### src/rtl/bcpe_pkg.sv
// Shared types, codes and helpers for the Bezier curve point evaluator.
package bcpe_pkg;

  localparam int MAX_POINTS_DEF = 32;
  localparam int COORD_W        = 32;
  localparam int T_W            = 17;
  localparam int PROD_W         = 51;

  localparam logic [T_W-1:0]    ONE_Q16    = 17'h10000;
  localparam logic [PROD_W-1:0] ROUND_HALF = 51'd32768;

  localparam logic FUNC_WRITE = 1'b0;
  localparam logic FUNC_EVAL  = 1'b1;

  // x sits in the low bits
  typedef struct packed {
    logic [COORD_W-1:0] z;
    logic [COORD_W-1:0] y;
    logic [COORD_W-1:0] x;
  } point_t;

  typedef enum logic [1:0] {
    ST_IDLE,
    ST_RUN,
    ST_DRAIN,
    ST_FINISH
  } state_t;

  function automatic logic [COORD_W-1:0] sat_sub(input logic [COORD_W-1:0] a,
                                                 input logic [COORD_W-1:0] b);
    logic [COORD_W:0] d;
    d = {a[COORD_W-1], a} - {b[COORD_W-1], b};
    if (d[COORD_W] != d[COORD_W-1]) begin
      sat_sub = d[COORD_W] ? {1'b1, {(COORD_W-1){1'b0}}} : {1'b0, {(COORD_W-1){1'b1}}};
    end else begin
      sat_sub = d[COORD_W-1:0];
    end
  endfunction

  function automatic point_t point_sat_sub(input point_t a, input point_t b);
    point_t r;
    r.x = sat_sub(a.x, b.x);
    r.y = sat_sub(a.y, b.y);
    r.z = sat_sub(a.z, b.z);
    point_sat_sub = r;
  endfunction

endpackage

### src/rtl/bcpe_lerp.sv
// One-coordinate interpolation unit: a + t*(b-a) with round half up.
module bcpe_lerp (
  input  logic                            clk,
  input  logic [bcpe_pkg::COORD_W-1:0]    a,
  input  logic [bcpe_pkg::COORD_W-1:0]    b,
  input  logic [bcpe_pkg::T_W-1:0]        t,
  output logic [bcpe_pkg::COORD_W-1:0]    res
);
  import bcpe_pkg::*;

  logic signed [COORD_W:0]   diff;
  logic signed [T_W:0]       t_s;
  logic signed [COORD_W-1:0] a_q;
  logic signed [PROD_W-1:0]  prod_q;
  logic signed [PROD_W-1:0]  sum;

  assign diff = {b[COORD_W-1], b} - {a[COORD_W-1], a};
  assign t_s  = {1'b0, t};

  always_ff @(posedge clk) begin
    a_q    <= a;
    prod_q <= PROD_W'(t_s) * PROD_W'(diff);
  end

  // 65536*a + t*(b-a) + half, floor by 2^16
  assign sum = (PROD_W'(a_q) <<< 16) + prod_q + $signed(ROUND_HALF);
  assign res = sum[47:16];

endmodule

### config.mk
export PLATFORM = sky130hd
export DESIGN_NAME = bcpe_lerp
export DESIGN_NICKNAME = d
export VERILOG_FILES = /design/src/rtl/bcpe_pkg.sv /design/src/rtl/bcpe_lerp.sv
export SDC_FILE = /design/constraint.sdc
export NUM_CORES = 2
export LEC_CHECK = 0
export ABC_AREA = 1
export BUFFER_PORTS_ARGS = -buffer_cell sky130_fd_sc_hd__buf_4
export CAP_MARGIN = 40
export CORE_MARGIN = 10
export CORE_UTILIZATION = 45
export CTS_CLUSTER_SIZE = 28
export DETAILED_ROUTE_END_ITERATION = 10
export PLACE_DENSITY = 0.75
export SETUP_SLACK_MARGIN = 0.4
export SKIP_LAST_GASP = 1
export SLEW_MARGIN = 25
export SYNTH_ARGS = -nofsm -noshare
export SYNTH_HDL_FRONTEND = slang
export SYNTH_SLANG_ARGS = --single-unit
### constraint.sdc
create_clock -name clk -period 7.5 [get_ports clk]
set_input_delay 1.5 -clock clk [delete_from_list [all_inputs] [get_ports clk]]
set_output_delay 1.5 -clock clk [all_outputs]
set_load 0.05 [all_outputs]
== Word-level counts from Yosys, hierarchy flattened ==
Cells that the tools add are included.

* Bits in registers: 80
* Latch bits: 0
* Memory bits (writable): 0
* Memory bits (read-only): 0
* Input bits: 82
* Output and inout port bits: 32
* Word-level logic and storage cells: 6
* Memories kept: 0

* $add $sub $neg: 3
* $mul: 1
* Divide/modulo/power cells: 0
* Order comparisons: 0
* Equal/unequal tests: 0
* Shift operators: 0
* Muxes and demuxes: 0
* Bitwise logic cells: 0
* Reduce and logical (&&, ||, !) cells: 0

{| class="wikitable"
|+ Operators by type and width
! cell !! number
|-
| 48-bit by 17-bit adder with 48-bit output (second input constant) || 1
|-
| 48-bit adder || 1
|-
| 18-bit by 33-bit multiplier with 48-bit output || 1
|-
| 32-bit by 32-bit subtractor with 33-bit output || 1
|}

== Depth between registers and ports, before layout ==
* Depth in word-level cells: 2
* Depth in mapped cells: 41
* Mapped depth without buffers: 40

== Worst setup path before layout ==
No wires, ideal clock.

* Kind: in2reg
* Start: in b[0] (netlist bit)
* End: reg prod_q[47]
* Library setup time: 112 ps
* Arrival: 7850 ps
* Data required time: 7388 ps
* Path slack: -462 ps
* Cell stages on the path: 36
* Path buffers: 1
* Path through: inv_1 -> ha_1 -> fa_1 -> inv_1 -> nand3_1 -> nand2_1 -> nand2_1 -> nand2_2 -> nand2_1 -> nand2_2 -> nand2_1 -> nand3_1 -> nand2_1 -> buf_2 -> nor2_1 -> inv_1 -> fa_1 -> inv_1 -> fa_1 -> fa_1 -> fa_1 -> fa_1 -> inv_1 -> fa_1 -> inv_1 -> ha_1 -> a21oi_1 -> inv_1 -> a31oi_1 -> o21ai_0 -> a21oi_1 -> nand3_1 -> a21oi_1 -> inv_1 -> nand3_1 -> nand2_1

* Cells in the longest elaborated chain, start to end: 2

{| class="wikitable"
|+ Ends and longest elaborated chain
! item !! RTL line !! source
|-
| start, declared || bcpe_lerp.sv:5 || <nowiki>input logic [bcpe_pkg::COORD_W-1:0] b,</nowiki>
|-
| 32-bit by 32-bit subtractor with 33-bit output || bcpe_lerp.sv:17 || <nowiki>assign diff = {b[COORD_W-1], b} - {a[COORD_W-1], a};</nowiki>
|-
| 18-bit by 33-bit multiplier with 48-bit output || bcpe_lerp.sv:22 || <nowiki>prod_q <= PROD_W'(t_s) * PROD_W'(diff);</nowiki>
|-
| end signal, assigned || bcpe_lerp.sv:22 ||
|-
| end, declared || bcpe_lerp.sv:14 || <nowiki>logic signed [PROD_W-1:0] prod_q;</nowiki>
|}

No other way between the ends.

== Worst setup path in the final report ==
* Start: in a[6] (netlist bit)
* End: reg prod_q[43]

* Cells in the longest elaborated chain, start to end: 2

{| class="wikitable"
|+ Ends and longest elaborated chain
! item !! RTL line !! source
|-
| start, declared || bcpe_lerp.sv:4 || <nowiki>input logic [bcpe_pkg::COORD_W-1:0] a,</nowiki>
|-
| 32-bit by 32-bit subtractor with 33-bit output || bcpe_lerp.sv:17 ||
|-
| 18-bit by 33-bit multiplier with 48-bit output || bcpe_lerp.sv:22 ||
|}

No other way between the ends.

==> metrics.txt <==
# setup viols final 32; Post-Route WL 91.7 mm; top cells by count, synth inv_1 (824), fa_1 (516), nand2_1 (488); Setup TNS -16.57 ns; largest net degree at the start of global routing 31; DRC viols 0; Avg Cell Area, Syn 7.77 um^2; Synth top area share 0.427; clk sinks 65; Period minus WS final 8.30 ns; Area Overhead vs Synth 38.7%; MaxCap Viol Count 0; worst setup margin -0.802 ns; GP Congestion 0.976; required time worst endpoint 7.72 ns; Synth Net Count 3887; outcome finished, violations left; final cycle utilization of the critical path 1.11; compound-gate portion of the synthesized area 0.0642; Most Frequent Cell on Critical Path nand2_4; Worst path slowest cell fa_2; Bufs and invs on worst path 12; Setup crit end kind flip-flop; type of the worst setup path in2reg; synthesis-stage register bit count 65; mapped cell area 24200 um^2; DP HPWL 68.2 mm; initial core utilization 0.458; largest family of logic cells by synthesized area adder cells; CTS buffer count 9; global-route wire length before repair 127 mm; sequential fraction of the synthesis area 0.0537; Fin. Hold Viols 0; fraction of layout instances using a drive strength above 1 0.346; Yosys cell types 51; count leader, synth inv_1; number of antenna violations at the first check in global routing 1; root buffer cell clkbuf_16; Port Buf Inserts 113; GRT Total Usage 0.254; via count 24.0k; CTS H-tree depth 3; asr flop ratio synth 0; CTS clk-pin slew, worst paths 0.06 ns; Site Rows 84; Starting DRT DRC Count 1992; remaining antenna violation count after routing 0; Synth Area in XOR/XNOR 0.0295; number of synthesized flops with an enable pin 0; Largest delay share family, worst path adder cells; die area 63500 um^2; CP Launch Type input pin; DRT Pass-1 Iters 7; Post-synth top flop dfxtp_1; Worst-Margin Slew 0.805 ns; Final nets 4509; Synth Area in Simple Gates 0.191; die height between 200 and 300 um; post-synthesis mux area share 0; Max-slew headroom 0.458; RSZ-0062 raised after global routing yes; post-synth top area cell fa_1; Pins Over Slew Limit 0; core footprint between 50000 and 60000 um^2; failing checks setup timing; CP max FO 6; Syn Inst Count 3116; Synth Area in Adders 0.516; dpl ws -1.22 ns; CTS tree done; HP Class in2reg; largest cells by area after synthesis fa_1 (43%), inv_1 (13%), ha_1 (8.9%); Routed wire per std cell ~21 um; Yosys warnings 0; Longest Clk Path Bufs 2; Ports 114; WP data arrival 8.52 ns; Diodes inserted 0; Vias/cell 5.42; vias in the first global route approximately 24k; global route overflow 0; Crit path largest cell delay 0.57 ns; Die X 252 um; Max Freq ~120 MHz
## worst paths after layout
check	from	cells past startpoint	end	slack [ns]
setup / recovery	a[6]	36	prod_q[43]	-0.80
hold / removal	a[0]	1	a_q[0]	1.25
## timing repair
item,in CTS,in global routing
gates cloned,0,0
endpoints found under the setup margin,33,33
pin swaps,134,258
hold buffers,0,0
resized for setup,269,402
buffers inserted,44,72
## metrics by stage
stage          cells  hold slack, ns  instance area [um^2]   util
4_1_cts         4359            1.26                 31600  0.597
2_1_floorplan   3116            1.53                 24800      -
6_report        4431            1.25                 33600  0.635
3_3_place_gp    4299            1.61                 29800  0.564
5_1_grt         4431            1.25                 33600  0.635
3_5_place_dp    4299            1.62                 29800  0.564
## cell families after synthesis
logic type                 after synthesis
xor gates and xnor gates                79
DFF                                     65
and+or+nand+nor                       1106
adders and majority gates              689
AOI/OAI and AO/OA                      264
buffers and inverters                  913
## flip-flops by register name, indices dropped and copies added (netlist names)
name	cells
a_q	32
prod_q	33
## per-layer routing
metal	track usage	vias to the layer above	routed length, um
li1	-	10388	-
met1	0.307	11625	32800
met2	0.423	1495	41800
met3	0.0534	490	9970
met4	0.132	2	7090
met5	0	-	11
## area by class of cell
| cell class | count | area [um^2] |
|---|---|---|
| clock buffers | 9 | 225 |
| clock inverters | 7 | 95.1 |
| fillers | 3864 | 19300 |
| inverters | 835 | 3190 |
| multi-input cells | 2138 | 22200 |
| flip-flops and latches | 65 | 1300 |
| well taps | 688 | 861 |
| repair buffers | 689 | 5700 |
## cells in the final DEF, fill, tap and decap left out, types with 11 or more instances in the layout
master / netlist / routed
buf_12: 1 / 18
a21oi_1: 114 / 63
or2_1: 19 / 12
buf_6: 7 / 69
or2_4: 1 / 15
ha_1: 173 / 119
nor2_4: 0 / 37
o21ai_0: 57 / 30
o21ai_1: 7 / 13
inv_2: 9 / 91
nand2_1: 488 / 397
a21o_1: 14 / 14
fa_1: 516 / 472
nand2_2: 17 / 59
fa_2: 0 / 44
nand3_2: 1 / 17
nand3_1: 105 / 85
a21oi_4: 0 / 28
nand2_4: 3 / 42
nor2_2: 31 / 66
dfxtp_1: 65 / 65
o21a_1: 11 / 11
o21ai_2: 0 / 14
o21bai_1: 18 / 15
buf_4: 6 / 596
a21oi_2: 11 / 34
nor2_1: 385 / 313
inv_1: 824 / 728
ha_4: 0 / 54
xnor2_1: 29 / 23
xor2_1: 47 / 37
Power is left out: the tool's default activity adds up to more than one toggle a clock period on the data nets, which glitch-free logic cannot reach.
